`config.mk`:
```
export PLATFORM = sky130hd
export DESIGN_NAME = integer_to_ascii_radix
export DESIGN_NICKNAME = d
export VERILOG_FILES = /design/src/rtl/itoa_pkg.sv /design/src/rtl/itoa_front.sv /design/src/rtl/itoa_dabble.sv /design/src/rtl/itoa_digits.sv /design/src/rtl/itoa_serial.sv /design/src/rtl/integer_to_ascii_radix.sv
export SDC_FILE = /design/constraint.sdc
export NUM_CORES = 1
export LEC_CHECK = 0
export BUFFER_PORTS_ARGS = -buffer_cell sky130_fd_sc_hd__buf_4
export CELL_PAD_IN_SITES_DETAIL_PLACEMENT = 0
export CELL_PAD_IN_SITES_GLOBAL_PLACEMENT = 2
export CORE_AREA = 5 5 321 323
export CTS_CLUSTER_SIZE = 24
export DETAILED_ROUTE_END_ITERATION = 6
export DIE_AREA = 0 0 326 328
export HOLD_SLACK_MARGIN = 0.05
export PLACE_DENSITY_LB_ADDON = 0.1
export RECOVER_POWER = 100
export SYNTH_ARGS = -nofsm -noshare
export SYNTH_HDL_FRONTEND = slang
export SYNTH_SLANG_ARGS = --single-unit
```
`constraint.sdc`:
```
create_clock -name clk_i -period 7.1 [get_ports clk_i]
set_clock_uncertainty 0.05 [all_clocks]
set_input_delay 0.71 -clock clk_i [delete_from_list [all_inputs] [get_ports clk_i]]
set_output_delay 0.71 -clock clk_i [all_outputs]
set_load 0.005 [all_outputs]
```
`src/rtl/itoa_pkg.sv`:
```
// Shared types and constants for the integer to ASCII converter.
`timescale 1ns / 1ps
package itoa_pkg;

  localparam int unsigned ValueW  = 32;
  localparam int unsigned BaseW   = 5;
  localparam int unsigned CharW   = 8;
  localparam int unsigned BcdW    = 40;
  localparam int unsigned NumDig  = 32;
  localparam int unsigned IdxW    = 5;
  localparam int unsigned DdStages = 4;
  localparam int unsigned DdSteps  = 8;

  localparam logic [BaseW-1:0] RADIX_BIN = 5'd2;
  localparam logic [BaseW-1:0] RADIX_OCT = 5'd8;
  localparam logic [BaseW-1:0] RADIX_DEC = 5'd10;
  localparam logic [BaseW-1:0] RADIX_HEX = 5'd16;

  localparam logic [CharW-1:0] CH_DIGIT  = 8'h30;
  localparam logic [CharW-1:0] CH_LETTER = 8'h37;
  localparam logic [CharW-1:0] CH_MINUS  = 8'h2D;
  localparam logic [CharW-1:0] CH_NULL   = 8'h00;

  typedef enum logic [1:0] {
    BASE_2  = 2'd0,
    BASE_8  = 2'd1,
    BASE_10 = 2'd2,
    BASE_16 = 2'd3
  } base_e;

  // Request moving through the conversion stages.
  typedef struct packed {
    logic [ValueW-1:0] raw;
    logic [ValueW-1:0] sh;
    logic [BcdW-1:0]   bcd;
    base_e             base;
    logic              neg;
    logic              bad;
  } pipe_t;

  // Request after digit extraction, digits least significant first.
  typedef struct packed {
    logic [NumDig-1:0][3:0] digits;
    logic [IdxW-1:0]        top;
    logic                   neg;
    logic                   bad;
  } dig_t;

endpackage

```
`src/rtl/itoa_front.sv`:
```
// Input stage: decode the radix and form the magnitude.
`timescale 1ns / 1ps
module itoa_front (
  input  logic                          clk_i,
  input  logic                          rst_ni,
  input  logic                          valid_i,
  output logic                          ready_o,
  input  logic [itoa_pkg::ValueW-1:0]   value_i,
  input  logic [itoa_pkg::BaseW-1:0]    base_i,
  output logic                          valid_o,
  input  logic                          ready_i,
  output itoa_pkg::pipe_t               data_o
);

  logic            valid_q;
  itoa_pkg::pipe_t data_q, data_d;

  assign ready_o = !valid_q || ready_i;
  assign valid_o = valid_q;
  assign data_o  = data_q;

  always_comb begin
    data_d     = '0;
    data_d.raw = value_i;
    data_d.sh  = value_i;
    unique case (base_i)
      itoa_pkg::RADIX_BIN: data_d.base = itoa_pkg::BASE_2;
      itoa_pkg::RADIX_OCT: data_d.base = itoa_pkg::BASE_8;
      itoa_pkg::RADIX_HEX: data_d.base = itoa_pkg::BASE_16;
      itoa_pkg::RADIX_DEC: begin
        data_d.base = itoa_pkg::BASE_10;
        if (value_i[itoa_pkg::ValueW-1]) begin
          data_d.neg = 1'b1;
          data_d.sh  = '0 - value_i;
        end
      end
      default: begin
        data_d.base = itoa_pkg::BASE_2;
        data_d.bad  = 1'b1;
      end
    endcase
  end

  always_ff @(posedge clk_i or negedge rst_ni) begin
    if (!rst_ni) begin
      valid_q <= 1'b0;
    end else if (ready_o) begin
      valid_q <= valid_i;
    end
  end

  always_ff @(posedge clk_i) begin
    if (valid_i && ready_o) begin
      data_q <= data_d;
    end
  end

endmodule

```
`src/rtl/itoa_dabble.sv`:
```
// One registered slice of the binary to BCD shift-add-3 conversion.
`timescale 1ns / 1ps
module itoa_dabble (
  input  logic            clk_i,
  input  logic            rst_ni,
  input  logic            valid_i,
  output logic            ready_o,
  input  itoa_pkg::pipe_t data_i,
  output logic            valid_o,
  input  logic            ready_i,
  output itoa_pkg::pipe_t data_o
);

  localparam int unsigned BcdDig = itoa_pkg::BcdW / 4;

  logic            valid_q;
  itoa_pkg::pipe_t data_q, data_d;

  assign ready_o = !valid_q || ready_i;
  assign valid_o = valid_q;
  assign data_o  = data_q;

  // Adjust every BCD digit at five or more, then shift the next bit in.
  always_comb begin
    data_d = data_i;
    for (int s = 0; s < itoa_pkg::DdSteps; s++) begin
      for (int d = 0; d < BcdDig; d++) begin
        if (data_d.bcd[4*d +: 4] >= 4'd5) begin
          data_d.bcd[4*d +: 4] = data_d.bcd[4*d +: 4] + 4'd3;
        end
      end
      data_d.bcd = {data_d.bcd[itoa_pkg::BcdW-2:0], data_d.sh[itoa_pkg::ValueW-1]};
      data_d.sh  = {data_d.sh[itoa_pkg::ValueW-2:0], 1'b0};
    end
  end

  always_ff @(posedge clk_i or negedge rst_ni) begin
    if (!rst_ni) begin
      valid_q <= 1'b0;
    end else if (ready_o) begin
      valid_q <= valid_i;
    end
  end

  always_ff @(posedge clk_i) begin
    if (valid_i && ready_o) begin
      data_q <= data_d;
    end
  end

endmodule

```
`src/rtl/itoa_digits.sv`:
```
// Digit extraction per radix and top-digit search.
`timescale 1ns / 1ps
module itoa_digits (
  input  logic            clk_i,
  input  logic            rst_ni,
  input  logic            valid_i,
  output logic            ready_o,
  input  itoa_pkg::pipe_t data_i,
  output logic            valid_o,
  input  logic            ready_i,
  output itoa_pkg::dig_t  data_o
);

  localparam int unsigned OctTop = itoa_pkg::ValueW / 3;
  localparam int unsigned HexDig = itoa_pkg::ValueW / 4;
  localparam int unsigned BcdDig = itoa_pkg::BcdW / 4;

  logic                          valid_q;
  itoa_pkg::dig_t                data_q, data_d;
  logic [itoa_pkg::NumDig-1:0]   nz;

  assign ready_o = !valid_q || ready_i;
  assign valid_o = valid_q;
  assign data_o  = data_q;

  always_comb begin
    data_d     = '0;
    data_d.neg = data_i.neg;
    data_d.bad = data_i.bad;
    case (data_i.base)
      itoa_pkg::BASE_2: begin
        for (int i = 0; i < itoa_pkg::NumDig; i++) begin
          data_d.digits[i] = {3'b000, data_i.raw[i]};
        end
      end
      itoa_pkg::BASE_8: begin
        for (int i = 0; i < OctTop; i++) begin
          data_d.digits[i] = {1'b0, data_i.raw[3*i +: 3]};
        end
        // top octal digit holds the two leftover bits, unsigned
        data_d.digits[OctTop] = {2'b00, data_i.raw[itoa_pkg::ValueW-1 -: 2]};
      end
      itoa_pkg::BASE_10: begin
        for (int i = 0; i < BcdDig; i++) begin
          data_d.digits[i] = data_i.bcd[4*i +: 4];
        end
      end
      default: begin
        for (int i = 0; i < HexDig; i++) begin
          data_d.digits[i] = data_i.raw[4*i +: 4];
        end
      end
    endcase
    if (data_i.bad) begin
      data_d.digits = '0;
    end
    for (int i = 0; i < itoa_pkg::NumDig; i++) begin
      nz[i] = (data_d.digits[i] != 4'd0);
    end
    // highest nonzero digit; zero prints as a single digit
    for (int i = 0; i < itoa_pkg::NumDig; i++) begin
      if (nz[i]) begin
        data_d.top = i[itoa_pkg::IdxW-1:0];
      end
    end
  end

  always_ff @(posedge clk_i or negedge rst_ni) begin
    if (!rst_ni) begin
      valid_q <= 1'b0;
    end else if (ready_o) begin
      valid_q <= valid_i;
    end
  end

  always_ff @(posedge clk_i) begin
    if (valid_i && ready_o) begin
      data_q <= data_d;
    end
  end

endmodule

```
`src/rtl/itoa_serial.sv`:
```
// Character serializer with registered output.
`timescale 1ns / 1ps
module itoa_serial (
  input  logic                        clk_i,
  input  logic                        rst_ni,
  input  logic                        valid_i,
  output logic                        ready_o,
  input  itoa_pkg::dig_t              data_i,
  output logic                        m_valid_o,
  input  logic                        m_ready_i,
  output logic [itoa_pkg::CharW-1:0]  m_char_o,
  output logic                        m_last_o,
  output logic                        m_bad_o
);

  logic                            busy_q, busy_d;
  logic                            minus_q, minus_d;
  logic                            bad_q, bad_d;
  logic [itoa_pkg::IdxW-1:0]       idx_q, idx_d;
  logic [itoa_pkg::NumDig-1:0][3:0] dig_q, dig_d;
  logic                            ovalid_q, ovalid_d;
  logic [itoa_pkg::CharW-1:0]      char_q, char_d;
  logic                            last_q, last_d;
  logic                            obad_q, obad_d;
  logic                            can_load;
  logic                            finishing;
  logic [3:0]                      cur;

  assign can_load  = !ovalid_q || m_ready_i;
  assign finishing = busy_q && can_load && !minus_q && (idx_q == '0);
  assign ready_o   = !busy_q || finishing;
  assign cur       = dig_q[idx_q];

  assign m_valid_o = ovalid_q;
  assign m_char_o  = char_q;
  assign m_last_o  = last_q;
  assign m_bad_o   = obad_q;

  always_comb begin
    busy_d   = busy_q;
    minus_d  = minus_q;
    bad_d    = bad_q;
    idx_d    = idx_q;
    dig_d    = dig_q;
    ovalid_d = ovalid_q;
    char_d   = char_q;
    last_d   = last_q;
    obad_d   = obad_q;
    if (can_load) begin
      ovalid_d = busy_q;
      if (busy_q) begin
        obad_d = bad_q;
        if (minus_q) begin
          char_d  = itoa_pkg::CH_MINUS;
          last_d  = 1'b0;
          minus_d = 1'b0;
        end else begin
          if (bad_q) begin
            char_d = itoa_pkg::CH_NULL;
          end else if (cur <= 4'd9) begin
            char_d = itoa_pkg::CH_DIGIT + {4'b0000, cur};
          end else begin
            char_d = itoa_pkg::CH_LETTER + {4'b0000, cur};
          end
          last_d = (idx_q == '0);
          idx_d  = idx_q - 1'b1;
          if (idx_q == '0) begin
            busy_d = 1'b0;
          end
        end
      end
    end
    if (valid_i && ready_o) begin
      busy_d  = 1'b1;
      minus_d = data_i.neg;
      bad_d   = data_i.bad;
      idx_d   = data_i.top;
      dig_d   = data_i.digits;
    end
  end

  always_ff @(posedge clk_i or negedge rst_ni) begin
    if (!rst_ni) begin
      busy_q   <= 1'b0;
      minus_q  <= 1'b0;
      ovalid_q <= 1'b0;
    end else begin
      busy_q   <= busy_d;
      minus_q  <= minus_d;
      ovalid_q <= ovalid_d;
    end
  end

  always_ff @(posedge clk_i) begin
    bad_q  <= bad_d;
    idx_q  <= idx_d;
    dig_q  <= dig_d;
    char_q <= char_d;
    last_q <= last_d;
    obad_q <= obad_d;
  end

`ifndef SYNTHESIS
  // an error result is always a single, final, null character
  a_bad_is_last: assert property (@(posedge clk_i) disable iff (!rst_ni)
    ovalid_q && obad_q |-> last_q && (char_q == itoa_pkg::CH_NULL))
    else $error("error result not final or not null");

  // the sign never closes a conversion
  a_minus_not_last: assert property (@(posedge clk_i) disable iff (!rst_ni)
    ovalid_q && (char_q == itoa_pkg::CH_MINUS) |-> !last_q)
    else $error("minus sign marked last");

  // characters of one conversion follow without gaps
  a_no_gap: assert property (@(posedge clk_i) disable iff (!rst_ni)
    ovalid_q && m_ready_i && !last_q |=> ovalid_q)
    else $error("gap inside a conversion");

  // a new request is taken only when the current one has ended
  a_load_when_free: assert property (@(posedge clk_i) disable iff (!rst_ni)
    valid_i && ready_o && busy_q |-> can_load && !minus_q && (idx_q == '0))
    else $error("request loaded over an unfinished one");
`endif

endmodule

```
`src/rtl/integer_to_ascii_radix.sv`:
```
// Top level of the integer to ASCII converter.
`timescale 1ns / 1ps
// Converts a 32-bit value to ASCII in base 2, 8, 10 or 16 and streams the
// characters out one per beat, most significant first, no leading zeros,
// tlast on the final character. Bases 2, 8 and 16 print the raw bit pattern
// unsigned with upper-case hex; base 10 is signed with a leading '-'. Any
// other base yields one beat with char 0, tlast and tuser (error) set.
// A request passes eight register stages: radix decode, four BCD slices
// of eight shift steps each, digit extraction, the serializer's digit
// register, then its output register.
// Requests are accepted back to back into the pipeline; the output port
// moves one character per cycle while tready is high; a conversion of N
// characters (1 to 32, at most 11 for base 10) holds the serializer until
// its end, which sets the sustained rate. No clearing or setup after reset.
module integer_to_ascii_radix (
  input  logic        clk_i,
  input  logic        rst_ni,
  input  logic        s_axis_tvalid_i,
  output logic        s_axis_tready_o,
  input  logic [39:0] s_axis_tdata_i,   // value[31:0], base[36:32], zero fill
  output logic        m_axis_tvalid_o,
  input  logic        m_axis_tready_i,
  output logic [7:0]  m_axis_tdata_o,   // char_out[7:0]
  output logic        m_axis_tlast_o,
  output logic        m_axis_tuser_o    // bad_base[0]
);

  localparam int unsigned NStg = itoa_pkg::DdStages;

  // front stage outputs
  logic            fr_valid, fr_ready;
  itoa_pkg::pipe_t fr_data;

  // BCD slice chain, index 0 is the front stage output
  logic            dd_valid [NStg+1];
  logic            dd_ready [NStg+1];
  itoa_pkg::pipe_t dd_data  [NStg+1];

  logic            dg_valid, dg_ready;
  itoa_pkg::dig_t  dg_data;

  itoa_front u_front (
    .clk_i   (clk_i),
    .rst_ni  (rst_ni),
    .valid_i (s_axis_tvalid_i),
    .ready_o (s_axis_tready_o),
    .value_i (s_axis_tdata_i[itoa_pkg::ValueW-1:0]),
    .base_i  (s_axis_tdata_i[itoa_pkg::ValueW +: itoa_pkg::BaseW]),
    .valid_o (fr_valid),
    .ready_i (fr_ready),
    .data_o  (fr_data)
  );

  assign dd_valid[0] = fr_valid;
  assign dd_data[0]  = fr_data;
  assign fr_ready    = dd_ready[0];

  // each slice advances the BCD conversion by eight bits
  for (genvar g = 0; g < NStg; g++) begin : g_dabble
    itoa_dabble u_dabble (
      .clk_i   (clk_i),
      .rst_ni  (rst_ni),
      .valid_i (dd_valid[g]),
      .ready_o (dd_ready[g]),
      .data_i  (dd_data[g]),
      .valid_o (dd_valid[g+1]),
      .ready_i (dd_ready[g+1]),
      .data_o  (dd_data[g+1])
    );
  end

  itoa_digits u_digits (
    .clk_i   (clk_i),
    .rst_ni  (rst_ni),
    .valid_i (dd_valid[NStg]),
    .ready_o (dd_ready[NStg]),
    .data_i  (dd_data[NStg]),
    .valid_o (dg_valid),
    .ready_i (dg_ready),
    .data_o  (dg_data)
  );

  // hold each request until its last character is taken
  itoa_serial u_serial (
    .clk_i     (clk_i),
    .rst_ni    (rst_ni),
    .valid_i   (dg_valid),
    .ready_o   (dg_ready),
    .data_i    (dg_data),
    .m_valid_o (m_axis_tvalid_o),
    .m_ready_i (m_axis_tready_i),
    .m_char_o  (m_axis_tdata_o),
    .m_last_o  (m_axis_tlast_o),
    .m_bad_o   (m_axis_tuser_o)
  );

endmodule

```
==> reports/metrics.yaml <==
status: "finished, violations left"
violations: "max-capacitance violations, max-slew violations"
grt.overflow.total: 0
io_pins: 56
stdcell_area_sq_um: 42900
syn_inst: 3900
max_slew_margin: -0.735
drt_wl_total_microns: 85800
dpl.hpwl_microns: 64800
synth_edf_count: 505
yosysSeqAreaShare: 0.409
syn_area_sq_um: 37600
cts-root-buf: "clkbuf_16"
grt_use_total: 0.155
hold_ws_ns: 0.226
critPathSlowestCell: "or4_4"
rsz0062_at_grt: "yes"
min_period_ns: 6.88
cpMostUsedCell: "ha_4"
cellLeakagePower_nw: 16.1
ys.flop_type: "edfxtp_1"
synth_cell_types: 138
critPathCaptureType: "flip-flop"
critPathLaunchType: "flip-flop"
antenna_cells: 0
r2r_cells: 33
syn_area_per_cell_sq_um: 9.65
slew_violations: 436
dpl_cell_area_sq_um: 40700
hp-class: "in -> reg"
vias: 29422
fin_tns_setup_ns: 0
die-area_sq_um: 107000
cts_buffers: 55
cts.clk_slew.worst_paths_ns: 0.06
drc: 0
timing.final.crit_share: 0.969
tightest_slew_ns: 2.60
crit_path_max_incr_delay_ns: 0.53
gp_congestion: 0.818
grt_pass1_wl_microns: 141000
port-buffer-count: 51
crit_fanout: 5
start_util: 0.378
drive_gt1_frac: 0.153
finalSetupViolations: 0
maxClockFrequency_mhz: 145
grt_max_degree: 76
grt_pass1_vias: 27541
area_delta_synth_final_pct: 14.1
die_w_microns: 326
cts_tree: "built"
clock_latency_ns: 0.63
holdPathStages: 2
rows: 116
antenna_found_initial: 2
wl_per_cell_microns: 15.7
htree_levels: 2
vias_per_cell: 5.39
drt_iter0_drc: 1597
ys_seq_elements: 514
worst_ep_arrival_time_ns: 7.29
ctsLongestPathBuffers: 3
maxCapViolCount: 9
hold_viol: 0
cts_num_sinks: 514
synthArstFlopShare: 0.0175
die_y_microns: 328
drt_pass1_iterations: 6
ant_nets: 0
crit_required_ns: 7.51
ir_worst_vdd_mv: 0.429
syn-num-nets: 4085
power_density_nw_per_um2: 437
core-area_sq_um: 99600
yosys_warnings: 0
fin_nets: 4297
path_class: "reg -> reg"
==> repair_timing <==
| action | 4_1_cts | 5_1_grt |
|---|---|---|
| hold buffers | 1 | 0 |
| endpoints found under the hold margin | 9 | 0 |
| setup buffers | 0 | 26 |
| setup endpoints to repair | 0 | 60 |
| resized for setup | 0 | 97 |
==> metal layers <==
metal	up-vias	GRT usage	part of all wire
met5	-	0	0
met1	13755	0.214	0.48
met4	0	0.0356	0.021
met3	84	0.0197	0.025
met2	283	0.263	0.47
li1	15300	-	-
==> final timing paths <==
kind	start	to	slack, ns
worst max-delay path	g_dabble[1].u_dabble.data_o[16]$_DFFE_PP_	g_dabble[2].u_dabble.data_o[28]$_DFFE_PP_	0.22
worst min-delay path	s_axis_tvalid_i	u_front.valid_o$_DFFE_PN0N_	0.23
worst max register to register	g_dabble[1].u_dabble.data_o[16]$_DFFE_PP_	g_dabble[2].u_dabble.data_o[28]$_DFFE_PP_	0.22
worst min register to register	u_front.data_o[66]$_DFFE_PP_	g_dabble[0].u_dabble.data_o[74]$_DFFE_PP_	0.35
max in group asynchronous	rst_ni	u_front.valid_o$_DFFE_PN0N_	6.08
min in group asynchronous	rst_ni	g_dabble[3].u_dabble.valid_o$_DFFE_PN0P_	0.53
==> synthesized netlist by cell type (all sizes together), types with 16 or more instances <==
| master | count | area share |
|---|---|---|
| a221o | 16 | 0.0043 |
| buf | 35 | 0.0052 |
| nor2b | 46 | 0.0076 |
| nand3b | 17 | 0.0034 |
| xor2 | 50 | 0.012 |
| mux4 | 24 | 0.014 |
| or2 | 42 | 0.0071 |
| clkbuf | 88 | 0.0088 |
| and3 | 28 | 0.0048 |
| nand4 | 19 | 0.0032 |
| a211oi | 76 | 0.016 |
| a211o | 23 | 0.0054 |
| ha | 141 | 0.047 |
| a221oi | 17 | 0.0054 |
| o211ai | 62 | 0.013 |
| nor3 | 96 | 0.013 |
| o221ai | 19 | 0.0048 |
| o21a | 38 | 0.0076 |
| or3 | 29 | 0.0051 |
| edfxtp | 505 | 0.40 |
| nand3 | 108 | 0.015 |
| o21bai | 20 | 0.0041 |
| nor4 | 33 | 0.0058 |
| o211a | 23 | 0.0061 |
| inv | 219 | 0.022 |
| nand2b | 95 | 0.016 |
| a21o | 58 | 0.012 |
| nor3b | 19 | 0.0039 |
| nand2 | 316 | 0.032 |
| a21boi | 31 | 0.0063 |
| nor2 | 311 | 0.031 |
| o21ai | 300 | 0.041 |
| o31ai | 37 | 0.0076 |
| a31oi | 45 | 0.0084 |
| mux2i | 113 | 0.031 |
| a22oi | 27 | 0.0060 |
| xnor2 | 100 | 0.025 |
| o22ai | 51 | 0.0088 |
| mux2 | 62 | 0.019 |
| and2 | 65 | 0.011 |
| a21oi | 296 | 0.041 |
==> logic make-up (layout without fill, tap and decap cells) <==
group	Yosys count	after routing	share of synthesized area
AOI/OAI and AO/OA	1290	1290	0.238
xor gates and xnor gates	152	152	0.0386
adders and majority gates	149	149	0.0490
buffers and inverters	344	601	0.0362
DFF	514	514	0.409
muxes	199	199	0.0641
other	1	1	0.0000997
and+or+nand+nor	1251	1251	0.164
==> power breakdown <==
part | leakage [nW] | total, mW | internal, mW | switching, mW
registers | 4.67 | 3.98 | 3.92 | 0.0615
clock network | 0.922 | 2.99 | 1.79 | 1.20
logic | 10.5 | 11.8 | 5.27 | 6.53
==> critical path: cells and delay by family (launching register included) <==
kind,cells,cell delay (ns)
compound gates,15,3.25
xor+xnor,1,0.16
fa+ha+maj,5,0.97
buf+inv,6,0.65
flops,1,0.45
simple gates,6,1.18
==> cell type report <==
| class | count | area [sq um] |
|---|---|---|
| Clock buffer | 60 | 1400 |
| Clock inverter | 42 | 514 |
| Fill cell | 9645 | 56700 |
| Inverter | 221 | 832 |
| Multi-Input combinational cell | 3042 | 21200 |
| Sequential cell | 514 | 15400 |
| Tap cell | 1298 | 1620 |
| Timing Repair Buffer | 278 | 1910 |
==> sequential cells by signal, summed over array words and instances, names as in the netlist, 4 cells and up <==
signal / flops
g_dabble.u_dabble.data_o: 290
g_dabble.u_dabble.valid_o: 4
u_digits.data_o: 70
u_front.data_o: 67
u_serial.dig_q: 63
u_serial.idx_q: 5
u_serial.m_char_o: 7
==> per-stage QoR <==
| stage | worst slack (ns) | utilization | power [mW] | instances |
|---|---|---|---|---|
| after detailed placement | 0.0192 | 0.408 | 15.6 | 5326 |
| after global routing | -0.154 | 0.431 | 20.6 | 5455 |
| after global placement | 0.0727 | 0.408 | 15.6 | 5326 |
| final | 0.220 | 0.431 | 18.8 | 5455 |
| after floorplan | 0.00434 | - | 13.1 | 3900 |
| after CTS | 0.0135 | 0.428 | 18.7 | 5429 |
==> cells in the final DEF, fill, tap and decap left out, types with 42 or more instances in the layout <==
cell type and n:
clkbuf_16 55, inv_1 205, edfxtp_1 505, buf_4 213, a21o_1 58, nand2_1 312
ha_1 132, o211ai_1 57, o21ai_0 248, mux2_2 56, nor3_1 94, nand2b_1 92
o21ai_1 42, mux2i_1 105, nor2_1 305, o22ai_1 47, xor2_1 44, a21oi_1 277
xnor2_1 89, clkbuf_1 48, a211oi_1 61, nand3_1 106
Power figures use the tool's default switching activity.
